`src/design/ascii_integer_parser_macros.svh`:
```
// Assertion helpers for the ASCII integer parser.
`ifndef ASCII_INTEGER_PARSER_MACROS_SVH
`define ASCII_INTEGER_PARSER_MACROS_SVH

`ifndef SYNTH
// Property that must hold at every clock edge out of reset.
`define AIP_ASSERT(lbl, clk, rst, prop, msg) \
   lbl: assert property (@(posedge clk) disable iff (rst) (prop)) else $error(msg);
// Consequent that must hold in the cycle after the antecedent.
`define AIP_ASSERT_NEXT(lbl, clk, rst, ante, cons, msg) \
   lbl: assert property (@(posedge clk) disable iff (rst) (ante) |=> (cons)) \
      else $error(msg);
`else
`define AIP_ASSERT(lbl, clk, rst, prop, msg)
`define AIP_ASSERT_NEXT(lbl, clk, rst, ante, cons, msg)
`endif

`endif

```
`src/design/aip_pkg.sv`:
```
package aip_pkg;

   // Character codes
   localparam logic [7:0] CHAR_SPACE = 8'h20;
   localparam logic [7:0] CHAR_PLUS  = 8'h2B;
   localparam logic [7:0] CHAR_MINUS = 8'h2D;
   localparam logic [7:0] CHAR_ZERO  = 8'h30;
   localparam logic [7:0] CHAR_ONE   = 8'h31;
   localparam logic [7:0] CHAR_NINE  = 8'h39;
   localparam logic [7:0] CHAR_UP_A  = 8'h41;
   localparam logic [7:0] CHAR_UP_F  = 8'h46;
   localparam logic [7:0] CHAR_UP_X  = 8'h58;
   localparam logic [7:0] CHAR_LO_A  = 8'h61;
   localparam logic [7:0] CHAR_LO_F  = 8'h66;
   localparam logic [7:0] CHAR_LO_X  = 8'h78;

   localparam logic [1:0] COUNT_MAX = 2'd3;

   // One input item
   typedef struct packed {
      logic [7:0] character;
      logic       last_char;
   } item_type;

   // Input register to parser
   typedef struct packed {
      logic     fire;
      item_type item;
   } issue_type;

   // One result item
   typedef struct packed {
      logic signed [63:0] value;
      logic               ok;
   } result_type;

   // Parser to output register
   typedef struct packed {
      logic       valid;
      result_type res;
   } res_msg_type;

   // Running parse state
   typedef struct packed {
      logic        seen_text;
      logic        pending_space;
      logic [1:0]  text_count;
      logic [7:0]  first_char;
      logic        second_is_x;
      logic        hex_stopped;
      logic        hex_any_digit;
      logic [31:0] hex_value;
      logic        bin_good;
      logic [63:0] bin_value;
      logic        dec_good;
      logic        dec_negative;
      logic [31:0] dec_value;
   } parse_state_type;

   localparam parse_state_type PARSE_CLEAR = '{
      seen_text:     1'b0,
      pending_space: 1'b0,
      text_count:    2'd0,
      first_char:    8'd0,
      second_is_x:   1'b0,
      hex_stopped:   1'b0,
      hex_any_digit: 1'b0,
      hex_value:     32'd0,
      bin_good:      1'b1,
      bin_value:     64'd0,
      dec_good:      1'b1,
      dec_negative:  1'b0,
      dec_value:     32'd0
   };

   // Hex digit decode: bit 4 flags a digit, bits 3:0 its value
   function automatic logic [4:0] hex_digit(input logic [7:0] c);
      logic [4:0] r;
      r = 5'd0;
      if (c inside {[CHAR_ZERO:CHAR_NINE]}) begin
         r = {1'b1, c[3:0]};
      end else if (c inside {[CHAR_LO_A:CHAR_LO_F], [CHAR_UP_A:CHAR_UP_F]}) begin
         r = {1'b1, 4'(c[3:0] + 4'd9)};
      end
      return r;
   endfunction

   // Saturating text counter
   function automatic logic [1:0] count_inc(input logic [1:0] n);
      return (n == COUNT_MAX) ? COUNT_MAX : 2'(n + 2'd1);
   endfunction

endpackage

```
`src/design/aip_in_reg.sv`:
```
// Input register: holds one item until the parser can take it.
module aip_in_reg (
   input  logic                 clock,
   input  logic                 reset,
   input  logic                 req_tvalid,
   output logic                 req_tready,
   input  aip_pkg::item_type    req_item,
   input  logic                 out_free,
   output aip_pkg::issue_type   issue
);

   logic              vld_ff, vld_in;
   aip_pkg::item_type item_ff, item_in;
   logic              adv;

   // A non-last item always moves on; a last one needs a free result slot
   assign adv        = vld_ff && (!item_ff.last_char || out_free);
   assign req_tready = !vld_ff || adv;

   always_comb begin
      vld_in  = vld_ff;
      item_in = item_ff;
      if (req_tready) begin
         vld_in  = req_tvalid;
         item_in = req_item;
      end
   end

   always_ff @(posedge clock) begin
      if (reset) begin
         vld_ff <= 1'b0;
      end else begin
         vld_ff <= vld_in;
      end
      item_ff <= item_in;
   end

   assign issue.fire = adv;
   assign issue.item = item_ff;

endmodule

```
`src/design/aip_parse_core.sv`:
```
// Parse state update and result selection, one item per cycle while items are issued.
module aip_parse_core (
   input  logic                 clock,
   input  logic                 reset,
   input  logic                 csr_valid,
   input  logic [0:0]           csr_data,
   input  aip_pkg::issue_type   issue,
   output aip_pkg::res_msg_type res_msg
);

   aip_pkg::parse_state_type st_ff, st_in, nx;
   logic        binary_flag_ff, binary_flag_in;
   logic [7:0]  c;
   logic [1:0]  pos;
   logic [4:0]  hd;
   logic [31:0] dec_neg;
   logic [63:0] val;
   logic        ok;

   assign c  = issue.item.character;
   assign hd = aip_pkg::hex_digit(c);

   // Feed the character (and any held interior space) to all readers
   always_comb begin
      nx  = st_ff;
      pos = st_ff.text_count;
      if (c == aip_pkg::CHAR_SPACE) begin
         if (st_ff.seen_text) begin
            nx.pending_space = 1'b1;
         end
      end else begin
         // Held space: a non-digit everywhere, ends hex digits
         if (st_ff.pending_space) begin
            nx.bin_good = 1'b0;
            nx.dec_good = 1'b0;
            if (pos == 2'd1) begin
               nx.second_is_x = 1'b0;
            end
            if (pos >= 2'd2) begin
               nx.hex_stopped = 1'b1;
            end
            pos              = aip_pkg::count_inc(pos);
            nx.pending_space = 1'b0;
         end
         if (pos == 2'd0) begin
            nx.first_char = c;
         end
         if (pos == 2'd1) begin
            nx.second_is_x = (c inside {aip_pkg::CHAR_LO_X, aip_pkg::CHAR_UP_X});
         end
         if (pos >= 2'd2 && !nx.hex_stopped) begin
            if (hd[4]) begin
               nx.hex_value     = {st_ff.hex_value[27:0], hd[3:0]};
               nx.hex_any_digit = 1'b1;
            end else begin
               nx.hex_stopped = 1'b1;
            end
         end
         // Binary reader
         if (c inside {aip_pkg::CHAR_ZERO, aip_pkg::CHAR_ONE}) begin
            nx.bin_value = {st_ff.bin_value[62:0], c[0]};
         end else begin
            nx.bin_good = 1'b0;
         end
         // Decimal reader: value * 10 + digit, wrapping
         if (c inside {[aip_pkg::CHAR_ZERO:aip_pkg::CHAR_NINE]}) begin
            nx.dec_value = {st_ff.dec_value[28:0], 3'b000}
                         + {st_ff.dec_value[30:0], 1'b0}
                         + {28'd0, c[3:0]};
         end else if ((c inside {aip_pkg::CHAR_PLUS, aip_pkg::CHAR_MINUS}) &&
                      pos == 2'd0) begin
            nx.dec_negative = (c == aip_pkg::CHAR_MINUS);
         end else begin
            nx.dec_good = 1'b0;
         end
         nx.text_count = aip_pkg::count_inc(pos);
         nx.seen_text  = 1'b1;
      end
   end

   // Pick the reader that applies to the finished text
   assign dec_neg = nx.dec_negative ? (32'd0 - nx.dec_value) : nx.dec_value;

   always_comb begin
      if (!nx.seen_text) begin
         ok  = 1'b0;
         val = 64'd0;
      end else if (nx.text_count == aip_pkg::COUNT_MAX &&
                   nx.first_char == aip_pkg::CHAR_ZERO && nx.second_is_x) begin
         ok  = nx.hex_any_digit;
         val = {32'd0, nx.hex_value};
      end else if (binary_flag_ff) begin
         ok  = nx.bin_good;
         val = nx.bin_value;
      end else begin
         ok  = nx.dec_good;
         val = {{32{dec_neg[31]}}, dec_neg};
      end
   end

   assign res_msg.valid     = issue.fire && issue.item.last_char;
   assign res_msg.res.ok    = ok;
   assign res_msg.res.value = ok ? val : 64'd0;

   // State advances per item; a last item clears it
   always_comb begin
      st_in = st_ff;
      if (issue.fire) begin
         st_in = issue.item.last_char ? aip_pkg::PARSE_CLEAR : nx;
      end
      binary_flag_in = csr_valid ? csr_data[0] : binary_flag_ff;
   end

   always_ff @(posedge clock) begin
      if (reset) begin
         st_ff          <= aip_pkg::PARSE_CLEAR;
         binary_flag_ff <= 1'b0;
      end else begin
         st_ff          <= st_in;
         binary_flag_ff <= binary_flag_in;
      end
   end

endmodule

```
`src/design/aip_out_reg.sv`:
```
// Result register: holds one result until taken.
module aip_out_reg (
   input  logic                 clock,
   input  logic                 reset,
   input  aip_pkg::res_msg_type res_msg,
   output logic                 out_free,
   output logic                 rsp_tvalid,
   input  logic                 rsp_tready,
   output aip_pkg::result_type  rsp_res
);

   logic                vld_ff, vld_in;
   aip_pkg::result_type res_ff, res_in;

   assign out_free = !vld_ff || rsp_tready;

   always_comb begin
      vld_in = vld_ff;
      res_in = res_ff;
      if (out_free) begin
         vld_in = res_msg.valid;
         res_in = res_msg.res;
      end
   end

   always_ff @(posedge clock) begin
      if (reset) begin
         vld_ff <= 1'b0;
      end else begin
         vld_ff <= vld_in;
      end
      res_ff <= res_in;
   end

   assign rsp_tvalid = vld_ff;
   assign rsp_res    = res_ff;

endmodule

```
`src/design/ascii_integer_parser.sv`:
```
// Channel | Direction | Payload
// req     | in        | tdata[7:0] character, tlast last_char
// rsp     | out       | tdata[63:0] value, tuser[0] ok
// csr     | in        | data[0] binary_flag
//
// One character per cycle unless a stalled result holds back a last one;
// the input register takes a character and the result register holds its
// result, captured as the last character leaves the input register.
// Synchronous active-high reset clears the parse state and binary_flag.
// A stalled result holds back only a last character; other characters
// keep flowing while the result waits.
`include "ascii_integer_parser_macros.svh"

module ascii_integer_parser (
   input  logic        clock,
   input  logic        reset,
   input  logic        req_tvalid,
   output logic        req_tready,
   input  logic [7:0]  req_tdata,   // [7:0] character
   input  logic        req_tlast,
   output logic        rsp_tvalid,
   input  logic        rsp_tready,
   output logic [63:0] rsp_tdata,   // [63:0] value
   output logic [0:0]  rsp_tuser,   // [0] ok
   input  logic        csr_valid,
   output logic        csr_ready,
   input  logic [0:0]  csr_data     // [0] binary_flag
);

   aip_pkg::item_type    req_item;
   aip_pkg::issue_type   issue;
   aip_pkg::res_msg_type res_msg;
   aip_pkg::result_type  rsp_res;
   logic                 out_free;
   logic                 fail_nonzero;
   logic                 last_issued;
   logic                 rsp_stalled;

   assign req_item.character = req_tdata;
   assign req_item.last_char = req_tlast;
   assign csr_ready          = 1'b1;

   aip_in_reg u_in_reg (
      .clock      (clock),
      .reset      (reset),
      .req_tvalid (req_tvalid),
      .req_tready (req_tready),
      .req_item   (req_item),
      .out_free   (out_free),
      .issue      (issue)
   );

   aip_parse_core u_parse_core (
      .clock     (clock),
      .reset     (reset),
      .csr_valid (csr_valid),
      .csr_data  (csr_data),
      .issue     (issue),
      .res_msg   (res_msg)
   );

   aip_out_reg u_out_reg (
      .clock      (clock),
      .reset      (reset),
      .res_msg    (res_msg),
      .out_free   (out_free),
      .rsp_tvalid (rsp_tvalid),
      .rsp_tready (rsp_tready),
      .rsp_res    (rsp_res)
   );

   assign rsp_tdata    = rsp_res.value;
   assign rsp_tuser[0] = rsp_res.ok;

   // Checks
   assign fail_nonzero = rsp_tvalid && !rsp_tuser[0] && (rsp_tdata != 64'd0);
   assign last_issued  = issue.fire && issue.item.last_char;
   assign rsp_stalled  = rsp_tvalid && !rsp_tready;

   `AIP_ASSERT(a_fail_zero, clock, reset, !fail_nonzero, "failed result with nonzero value")
   `AIP_ASSERT_NEXT(a_last_result, clock, reset, last_issued, rsp_tvalid, "last item lost")
   `AIP_ASSERT(a_last_held, clock, reset, !(last_issued && rsp_stalled), "issue over stalled result")

endmodule
```
`config.mk`:
```
export PLATFORM = sky130hd
export DESIGN_NAME = ascii_integer_parser
export DESIGN_NICKNAME = d
export VERILOG_FILES = /design/src/design/aip_pkg.sv /design/src/design/aip_in_reg.sv /design/src/design/aip_parse_core.sv /design/src/design/aip_out_reg.sv /design/src/design/ascii_integer_parser.sv
export VERILOG_INCLUDE_DIRS = /design/src /design/src/design
export SDC_FILE = /design/constraint.sdc
export NUM_CORES = 1
export LEC_CHECK = 0
export BUFFER_PORTS_ARGS = -buffer_cell sky130_fd_sc_hd__buf_2
export CAP_MARGIN = 20
export CORE_ASPECT_RATIO = 0.7
export CORE_UTILIZATION = 55
export DETAILED_ROUTE_END_ITERATION = 8
export PLACE_DENSITY_LB_ADDON = 0.2
export SLEW_MARGIN = 15
export SYNTH_ARGS = -nofsm -noshare
export SYNTH_HDL_FRONTEND = slang
export SYNTH_SLANG_ARGS = --single-unit
```
`constraint.sdc`:
```
create_clock -name clock -period 6 [get_ports clock]
set_input_delay 0.3 -clock clock [delete_from_list [all_inputs] [get_ports clock]]
set_output_delay 0.3 -clock clock [all_outputs]
set_load 0.01 [all_outputs]
```
==> flow_summary.yaml, run 1 <==
route:
  vias_per_cell: 6.35
  vias: 11700
  wire_per_inst_um: 20.1
  antenna_left: 0
  firstDrtPassIters: 5
  drt_wl_total_um: 37100
  post-route-drc-count: 0
  drt_iter0_markers: 1204
sta:
  grt_setup_unrepaired: "false"
  min_period_ps: 5230
  finalHoldViolations: 0
  fin_worst_skew_ps: 10.1
  fin_crit_sh_pct: 87.2
  tightestPinTransition_ps: 1030
  fin_setup_tns_ps: 0
  whs_ps: 30.7
  max_freq_mhz: 191
  finalSetupViolCount: 0
  slew_headroom_pct: 31.5
  slew_viol_final: 0
pwr:
  intPower_mw: 2.48
  sequentialPowerShare_pct: 49.0
  switchingPower_mw: 0.768
  irDropWorstVdd_mv: 0.209
  leakagePower_nw: 5.76
  combPwrFrac_pct: 4.9
  p_clk_share_pct: 46.1
  swShare_pct: 23.7
  p_per_area_nw_per_um2: 223
grt:
  grt_pass1_wl_um: 58000
  overflow: 0
  grt_pass1_vias: 10500
  antenna_found_initial: 1
  grt_start_max_net_pins: 90
  gr-usage-all-layers_pct: 29.1
yosys:
  post-synth-top-area-fraction_pct: 22.6
  syn-mean-instance-area_um2: 8.84
  synthDistinctLibCells: 89
  async_flop_share_pct: 0
  synth_nets: 1572
  seq_area_frac_synth_pct: 39.5
  synth_area_um2: 13200
  yosysWarnings: 0
  synth-edff-count: 74
  synth_seq_cells: 223
  syn_inst: 1492
  synth_top_flop_cell: "dfxtp_1"
  synth.largest_area_cell: "dfxtp_1"
  synthTopCellsByArea: "dfxtp_1, edfxtp_1, a22oi_1"
setup_path:
  critPathKind: "flip-flop to flip-flop"
  cp.arrival_ps: 5460
  slowest_stage: "edfxtp_1"
  crit_fanout: 33
  cpPeakStageDelay_ps: 640
  path_cells: "inv_1, fa_1, fa_1, nand2b_1, a21o_1, a21o_1, a211oi_1, nand2_1, o31ai_1, nand4_1, o31a_2, xnor2_4, buf_4, o22ai_1"
  worstSetupEndpointType: "flip-flop"
  cp-start-kind: "flip-flop"
  required_ps: 6220
  cpLargestDelayFamily: "compound AO/OA/AOI/OAI gates"
  critical_path_buf_inv_count: 2
layout:
  layout_common_cells: "nor2_1, dfxtp_1, nand2_1, a22oi_1, a21oi_1"
  area_delta_synth_final_pct: 10.2
  antenna_cells: 0
  drive_gt1_share_pct: 12.0
  finish.net_count: 1592
  final_common_cell: "nor2_1"
clock_tree:
  cts.sinks: 223
  cts_resized: 0
  htree_num_levels: 1
  clkLatencyLatePin_ps: 520
  cts_root_buf: "clkbuf_16"
  clk_path_buf_depth: 3
  cts_tree: "done"
  clkTransAtPathRegs_ps: 70
  cts_made_buffers: 23
floorplan:
  die_h_um: 132
  die-width_um: 187
  dieArea_um2: 24600
  initial_core_util_pct: 55.9
  ioPinCount: 83
  num_rows: 47
  core-area_um2: 23600
place:
  portBuffers: 81
  hpwl_um: 25300
  globalplace.congestion: 0.947
status:
  status: "complete, no violations"
worst_hold_path:
  hold_class: "input port to flip-flop"
run:
  cap_violations: 0
==> what timing repair did <==
action | in CTS | in global routing
buffers inserted | 0 | 0
endpoints found under the hold margin | 10 | 0
hold buffers | 10 | 0
==> worst paths after layout <==
check	from	to	slack, ps	cells past startpoint
setup reg to reg	u_in_reg.issue[4]	u_out_reg.rsp_res[59]	770	14
hold / removal	csr_data	u_parse_core.binary_flag_ff	30	3
setup / recovery	u_in_reg.issue[4]	u_out_reg.rsp_res[59]	770	14
hold reg to reg	u_parse_core.st_ff[33]	u_parse_core.st_ff[33]	460	2
==> metrics by stage <==
step / cell area [µm²] / std cells / setup WS, ps / util, % / total power [mW]
final: 14500 / 1847 / 767 / 61.7 / 3.24
after global routing: 14500 / 1847 / 489 / 61.7 / 3.33
after CTS: 14500 / 1845 / 874 / 61.5 / 3.26
after detailed placement: 13600 / 1793 / 910 / 57.8 / 1.77
after global placement: 13600 / 1792 / 1020 / 57.8 / 1.77
after floorplan: 13200 / 1492 / 1580 / - / 1.72
==> power groups by stage <==
| stage | Combinational (mW) | Sequential (mW) | Clock [mW] |
|---|---|---|---|
| after CTS | 0.158 | 1.59 | 1.51 |
| final | 0.160 | 1.59 | 1.49 |
| after floorplan | 0.101 | 1.62 | 0 |
| after detailed placement | 0.152 | 1.62 | 0 |
| after global placement | 0.151 | 1.62 | 0 |
| after global routing | 0.172 | 1.59 | 1.57 |
==> worst reg2reg max path, stage by stage, from the launching register on <==
cell and delay (ps):
edfxtp_1 640, inv_1 190, fa_1 560, fa_1 490, nand2b_1 210, a21o_1 250, a21o_1 210, a211oi_1 320
nand2_1 90, o31ai_1 530, nand4_1 300, o31a_2 470, xnor2_4 130, buf_4 380, o22ai_1 160
==> cell usage after synthesis (all sizes together) (16+ instances only) <==
master and number:
dfxtp 149, a21oi 100, clkbuf 78, xnor2 34, nand4 24, edfxtp 74, nor2 206, nand3 30
o22ai 34, a211oi 21, nor3 24, inv 21, buf 39, o21ai 64, xor2 16, nand2 138
a22oi 120, ha 63, mux2i 71
==> area by class of cell <==
class                           count  area [µm²]
Sequential cell                   223        5200
Multi-Input combinational cell   1131        7400
Inverter                           21        78.8
Timing Repair Buffer              112         686
Tap cell                          318         398
Clock inverter                     14         170
Clock buffer                       28         604
Fill cell                        2027        9040
==> kinds of logic after synthesis <==
| kind of cell | Yosys count | synth area share [%] |
|---|---|---|
| other | 1 | 0.0284 |
| adders and majority gates | 65 | 6.28 |
| buffers and inverters | 138 | 4.80 |
| DFF | 223 | 39.5 |
| AOI/OAI and AO/OA | 441 | 22.7 |
| muxes | 78 | 6.01 |
| and+or+nand+nor | 496 | 17.3 |
| xor gates and xnor gates | 50 | 3.46 |
==> state kept, by name (all words and copies together) (netlist names) <==
register / count
u_parse_core.st_ff: 146
u_out_reg.rsp_res: 65
u_in_reg.issue: 9
u_in_reg.vld_ff: 1
u_out_reg.rsp_tvalid: 1
u_parse_core.binary_flag_ff: 1
==> metal layers <==
| layer | GRT usage [%] | wire length (µm) | vias to the layer above |
|---|---|---|---|
| li1 | - | - | 5552 |
| met3 | 4.17 | 2980 | 55 |
| met2 | 43.1 | 15800 | 471 |
| met5 | 0 | 0 | - |
| met1 | 44.6 | 17600 | 5653 |
| met4 | 6.19 | 661 | 0 |
(Power assumes the default switching activity.)
==> run 2, diff against run 1 <==
--- a/config.mk
+++ b/config.mk
@@ -12,6 +12,7 @@
 export CORE_UTILIZATION = 55
 export DETAILED_ROUTE_END_ITERATION = 8
 export PLACE_DENSITY_LB_ADDON = 0.2
+export REMOVE_ABC_BUFFERS = 1
 export SLEW_MARGIN = 15
 export SYNTH_ARGS = -nofsm -noshare
 export SYNTH_HDL_FRONTEND = slang
==> constraint.sdc (replaced) <==
create_clock -name clock -period 5.25 [get_ports clock]
set_input_delay 0.2625 -clock clock [delete_from_list [all_inputs] [get_ports clock]]
set_output_delay 0.2625 -clock clock [all_outputs]
set_load 0.01 [all_outputs]
==> run 2 against run 1 <==
  * Register-to-register slack worse by 420 ps
  * Sequential cell count unchanged
  * Count of clock-buffer cells in the layout decreased by 1
  * Critical path depth did not move
  * Design area rose by 0.98%
  * Sequential power increased by 14%
  * Combinational power up 17%
  * Cell count increased by 0.87%
  * Clock power is 18% higher
  * Worst hold slack worse by 21 ps
  * Critical path type unchanged
  * Critical endpoint is now u_out_reg.rsp_res[60]
  * Largest cell class unchanged
  * Highest routed layer unchanged
==> flow_summary.yaml, run 2 (same netlist as run 1, synthesis figures left out) <==
worst_hold_path:
  min_from: "csr_valid"
  worst_hold_path.endpoint: "u_parse_core.binary_flag_ff"
  hold_depth: 3
  hold_class: "input port to flip-flop"
layout:
  drive_gt1_share_pct: 12.9
  finish.instance_area_um2: 14700
  fill_cells: 2022
  antenna_cells: 0
  post-route-util_pct: 62.3
  layout_common_cells: "nor2_1, dfxtp_1, nand2_1, a22oi_1, a21oi_1"
  finish.net_count: 1610
  area_delta_synth_final_pct: 11.3
  largest_reg_flops: 146
  final_cells: 1863
  final_common_cell: "nor2_1"
  max_flop_register: "u_parse_core.st_ff"
pwr:
  swShare_pct: 22.6
  p_total_mw: 3.76
  switchingPower_mw: 0.849
  p_per_area_nw_per_um2: 256
  intPower_mw: 2.91
  combPwrFrac_pct: 5.0
  irDropWorstVdd_mv: 0.230
  sequentialPowerShare_pct: 48.2
  leakagePower_nw: 5.84
  p_clk_share_pct: 46.8
clock_tree:
  clkTransAtPathRegs_ps: 60
  cts.sinks: 223
  htree_num_levels: 1
  clk_path_buf_depth: 3
  clkLatencyLatePin_ps: 510
  cts_made_buffers: 23
  cts_root_buf: "clkbuf_16"
  cts_tree: "done"
route:
  drt_iter0_markers: 1100
  vias: 11700
  vias_per_cell: 6.28
  antenna_left: 0
  firstDrtPassIters: 6
  wire_per_inst_um: 18.8
  post-route-drc-count: 0
  drt_wl_total_um: 35100
sta:
  grt_setup_unrepaired: "false"
  fin_worst_skew_ps: 15.4
  tightestPinTransition_ps: 1300
  slew_viol_final: 0
  finalHoldViolations: 0
  setup_slack_ps: 350
  slew_headroom_pct: 12.2
  finalSetupViolCount: 0
  fin_crit_sh_pct: 93.3
  min_period_ps: 4900
  max_freq_mhz: 204
grt:
  grtUsageMet1_pct: 42.1
  use_met3_pct: 3.07
  grt_pass1_vias: 10800
  grt_busiest_layer: "met1"
  use_met2_pct: 41.7
  overflow: 0
  gr-usage-all-layers_pct: 27.8
  grt_start_max_net_pins: 76
  grt_pass1_wl_um: 56700
  antenna_found_initial: 0
floorplan:
  initial_core_util_pct: 55.9
  ioPinCount: 83
  dieArea_um2: 24600
  die_h_um: 132
  num_rows: 47
  core-area_um2: 23600
  die-width_um: 187
setup_path:
  cp-start-kind: "flip-flop"
  required_ps: 5470
  reg2reg_to: "u_out_reg.rsp_res[60]"
  worstRegToRegCells: 14
  worstSetupEndpointType: "flip-flop"
  r2r_slack_ps: 350
  r2r_start: "u_parse_core.st_ff[2]"
  cp.arrival_ps: 5120
  critPathKind: "flip-flop to flip-flop"
  crit_fanout: 17
place:
  dpl-instance-area_um2: 13800
  dp_cells: 1809
  dp_slack_ps: 290
  hpwl_um: 23300
  globalplace.congestion: 0.896
  portBuffers: 81
status:
  status: "complete, no violations"
run:
  cap_violations: 0
-- run 2: through the flow --
stage                     hold WS, ps  TNS, ps
after floorplan                   332   -27020
after global placement            439        0
after detailed placement          441        0
after CTS                        2.70        0
after global routing             30.8        0
final                            9.26        0
-- run 2: timing repair --
action,CTS,global route
hold buffers,11,0
setup endpoints to repair,0,33
setup buffers,0,2
hold endpoints to repair,11,0
resized for setup,0,1
-- run 2: worst max path at each step --
| stage | end | startpoint | depth (start not counted) |
|---|---|---|---|
| after global placement | u_out_reg.rsp_res[54] | u_parse_core.st_ff[2] | 14 |
| after floorplan | u_parse_core.st_ff[103] | u_in_reg.issue[1] | 9 |
| after detailed placement | u_out_reg.rsp_res[60] | u_parse_core.st_ff[2] | 14 |
| final | u_out_reg.rsp_res[60] | u_parse_core.st_ff[2] | 14 |
| after CTS | u_out_reg.rsp_res[60] | u_parse_core.st_ff[2] | 14 |
| after global routing | u_out_reg.rsp_res[29] | u_in_reg.issue[1] | 14 |
-- run 2: final cells by class --
class                           count  area (µm²)  share of cell area [%]
Tap cell                          318         398                    2.71
Inverter                           21        78.8                   0.537
Multi-Input combinational cell   1132        7420                    50.5
Timing Repair Buffer              129         796                    5.42
Clock inverter                     13         201                    1.37
Clock buffer                       27         591                    4.02
Sequential cell                   223        5200                    35.4
-- run 2: power by group through the flow --
stage | combinational [mW] | clock [mW] | sequential, mW
floorplan | 0.0848 | 0 | 1.86
finish | 0.187 | 1.76 | 1.81
detailed placement | 0.177 | 0 | 1.85
CTS | 0.184 | 1.77 | 1.81
global placement | 0.175 | 0 | 1.85
global route | 0.201 | 1.84 | 1.81
-- run 2: metal layers --
metal	vias to the layer above	wire, µm	part of all wire [%]
met2	398	15200	43
met3	53	1890	5.4
met5	-	0	0
met4	0	757	2.2
li1	5592	-	-
met1	5653	17200	49
-- run 2: critical path, cell delays in order (launching register included) --
cell      delay, ps
dfxtp_1         420
inv_1           100
fa_1            540
inv_1            60
ha_1            290
a21o_1          210
and4_1          260
or3_1           310
a31oi_1         360
nand4b_1        230
nor4_2          350
nand4_1         250
o31a_2          500
xnor2_4         560
o22ai_1         170
==> run 3, diff against run 2 <==
--- a/config.mk
+++ b/config.mk
@@ -11,7 +11,7 @@
 export CORE_ASPECT_RATIO = 0.7
 export CORE_UTILIZATION = 55
 export DETAILED_ROUTE_END_ITERATION = 8
-export PLACE_DENSITY_LB_ADDON = 0.2
+export PLACE_DENSITY = 0.73
 export REMOVE_ABC_BUFFERS = 1
 export SLEW_MARGIN = 15
 export SYNTH_ARGS = -nofsm -noshare
==> run 3 against run 2 <==
  * The run now ends with capacitance limit, slew limit left
  * Die area stayed put
  * Power down 1.2%
  * First-iteration DRC count increased by 19%
  * Via count up 0.21%
  * Critical path type unchanged
  * Fmax grew 0.72%
  * Sequential cell count stayed put
==> flow_summary.yaml, run 3 (same netlist as run 1, synthesis figures left out) <==
status:
  status: "complete, but fails checks"
  violations: "capacitance limit, slew limit"
setup_path:
  required_ps: 5490
  cp.arrival_ps: 5110
  cp-start-kind: "flip-flop"
  endpoint: "u_out_reg.rsp_res[61]"
  worstRegToRegCells: 16
  reg2reg_to: "u_out_reg.rsp_res[61]"
  startpoint: "u_parse_core.st_ff[2]"
  r2r_slack_ps: 390
  crit_fanout: 17
  worstSetupEndpointType: "flip-flop"
  r2r_start: "u_parse_core.st_ff[2]"
  critPathKind: "flip-flop to flip-flop"
route:
  firstDrtPassIters: 5
  drt_wl_total_um: 35000
  antenna_left: 0
  vias_per_cell: 6.29
  dr_wl_met2_um: 15600
  routed.top_layer: "met4"
  post-route-drc-count: 0
  drt_iter0_markers: 1306
  dr_wl_met3_um: 2120
  wire_per_inst_um: 18.8
  vias: 11700
  met1Wirelength_um: 16700
layout:
  post-route-util_pct: 62.4
  max_flop_register: "u_parse_core.st_ff"
  antenna_cells: 0
  drive_gt1_share_pct: 12.9
  layout_common_cells: "nor2_1, dfxtp_1, nand2_1, a22oi_1, a21oi_1"
  area_delta_synth_final_pct: 11.5
  finish.net_count: 1609
  final_common_cell: "nor2_1"
  largest_reg_flops: 146
  finish.instance_area_um2: 14700
place:
  globalplace.congestion: 0.904
  dpl-instance-area_um2: 13800
  hpwl_um: 23400
  portBuffers: 81
sta:
  fin_crit_sh_pct: 92.7
  grt_setup_unrepaired: "false"
  finalSetupViolCount: 0
  slew_viol_final: 4
  slew_headroom_pct: -1.44
  min_period_ps: 4860
  whs_ps: 5.80
  max_freq_mhz: 206
  finalHoldViolations: 0
  tightestPinTransition_ps: 1510
  fin_worst_skew_ps: 16.8
floorplan:
  dieArea_um2: 24600
  die_h_um: 132
  die-width_um: 187
  ioPinCount: 83
  core-area_um2: 23600
  num_rows: 47
  initial_core_util_pct: 55.9
pwr:
  p_total_mw: 3.71
  irDropWorstVdd_mv: 0.271
  leakagePower_nw: 5.87
  p_per_area_nw_per_um2: 252
grt:
  gr-usage-all-layers_pct: 27.0
  overflow: 0
  grt_start_max_net_pins: 94
  grt_pass1_wl_um: 55000
  grt_pass1_vias: 10500
  antenna_found_initial: 0
worst_hold_path:
  hold_class: "input port to flip-flop"
clock_tree:
  htree_num_levels: 1
  cts_made_buffers: 22
  cts_tree: "done"
  clk_path_buf_depth: 3
  clkLatencyLatePin_ps: 520
  cts_root_buf: "clkbuf_16"
  cts.sinks: 223
  clkTransAtPathRegs_ps: 60
run:
  cap_violations: 1
[run 3: changes by cell type in the layout (fill, tap and decap cells not counted), moves of 2 or more]
cell | previous run | this run
buf_12 | 0 | 2
clkinvlp_4 | 3 | 0
clkinv_4 | 0 | 3
clkinv_1 | 0 | 3
clkbuf_1 | 4 | 1
bufinv_16 | 5 | 3
clkinv_2 | 4 | 2
clkbuf_8 | 0 | 2
[run 3: report_power, final]
part / internal (mW) / switching (mW) / leakage (nW) / total (mW)
Combinational: 0.0566 / 0.128 / 3.39 / 0.184
Clock: 1.01 / 0.705 / 0.390 / 1.72
Sequential: 1.80 / 0.0147 / 2.08 / 1.81
Total: 2.87 / 0.847 / 5.87 / 3.71
[run 3: worst max-delay path, stage by stage, from the launching register on]
cell      delay [ps]
dfxtp_1          420
inv_1            100
fa_1             540
inv_1             60
ha_1             290
a21o_1           220
and4_1           260
o211ai_1         200
and3_1           320
o21a_1           180
o21ai_0           80
o21ai_0          140
xnor2_1          120
o21ai_0         1150
xnor2_4          190
buf_12           200
o22ai_1          100
[run 3: area by class of cell]
class,count,area [µm²]
fill,2004,8870
multi-input combinational,1132,7420
sequential,223,5200
timing repair buffer,129,818
clock buffer,27,632
tap,318,398
clock inverter,13,163
inverter,21,78.8
[run 3: layer usage]
layer	vias up	track usage, %
li1	5588	-
met1	5664	40.4
met2	415	41.9
met3	54	2.99
met4	0	5.65
met5	-	0
[run 3: repair_timing]
item / 4_1_cts / 5_1_grt
hold buffers: 10 / 0
setup buffers: 0 / 2
setup endpoints to repair: 0 / 33
resized for setup: 0 / 0
endpoints found under the hold margin: 10 / 0
[run 3: how the worst min path moves through the flow]
stage | to | cells past startpoint | from
CTS | u_parse_core.binary_flag_ff | 3 | csr_data
detailed placement | u_in_reg.issue[5] | 1 | req_tdata[4]
finish | u_parse_core.binary_flag_ff | 3 | csr_data
global placement | u_in_reg.issue[0] | 1 | req_tlast
global route | u_parse_core.binary_flag_ff | 3 | csr_data
floorplan | u_in_reg.vld_ff | 1 | reset
[run 3: metrics by stage]
stage,std cells,setup TNS (ps),setup slack [ps]
final,1863,0,385
after CTS,1860,0,212
after detailed placement,1810,0,219
after global placement,1810,0,378
after floorplan,1375,-27020,-651
after global routing,1863,0,179
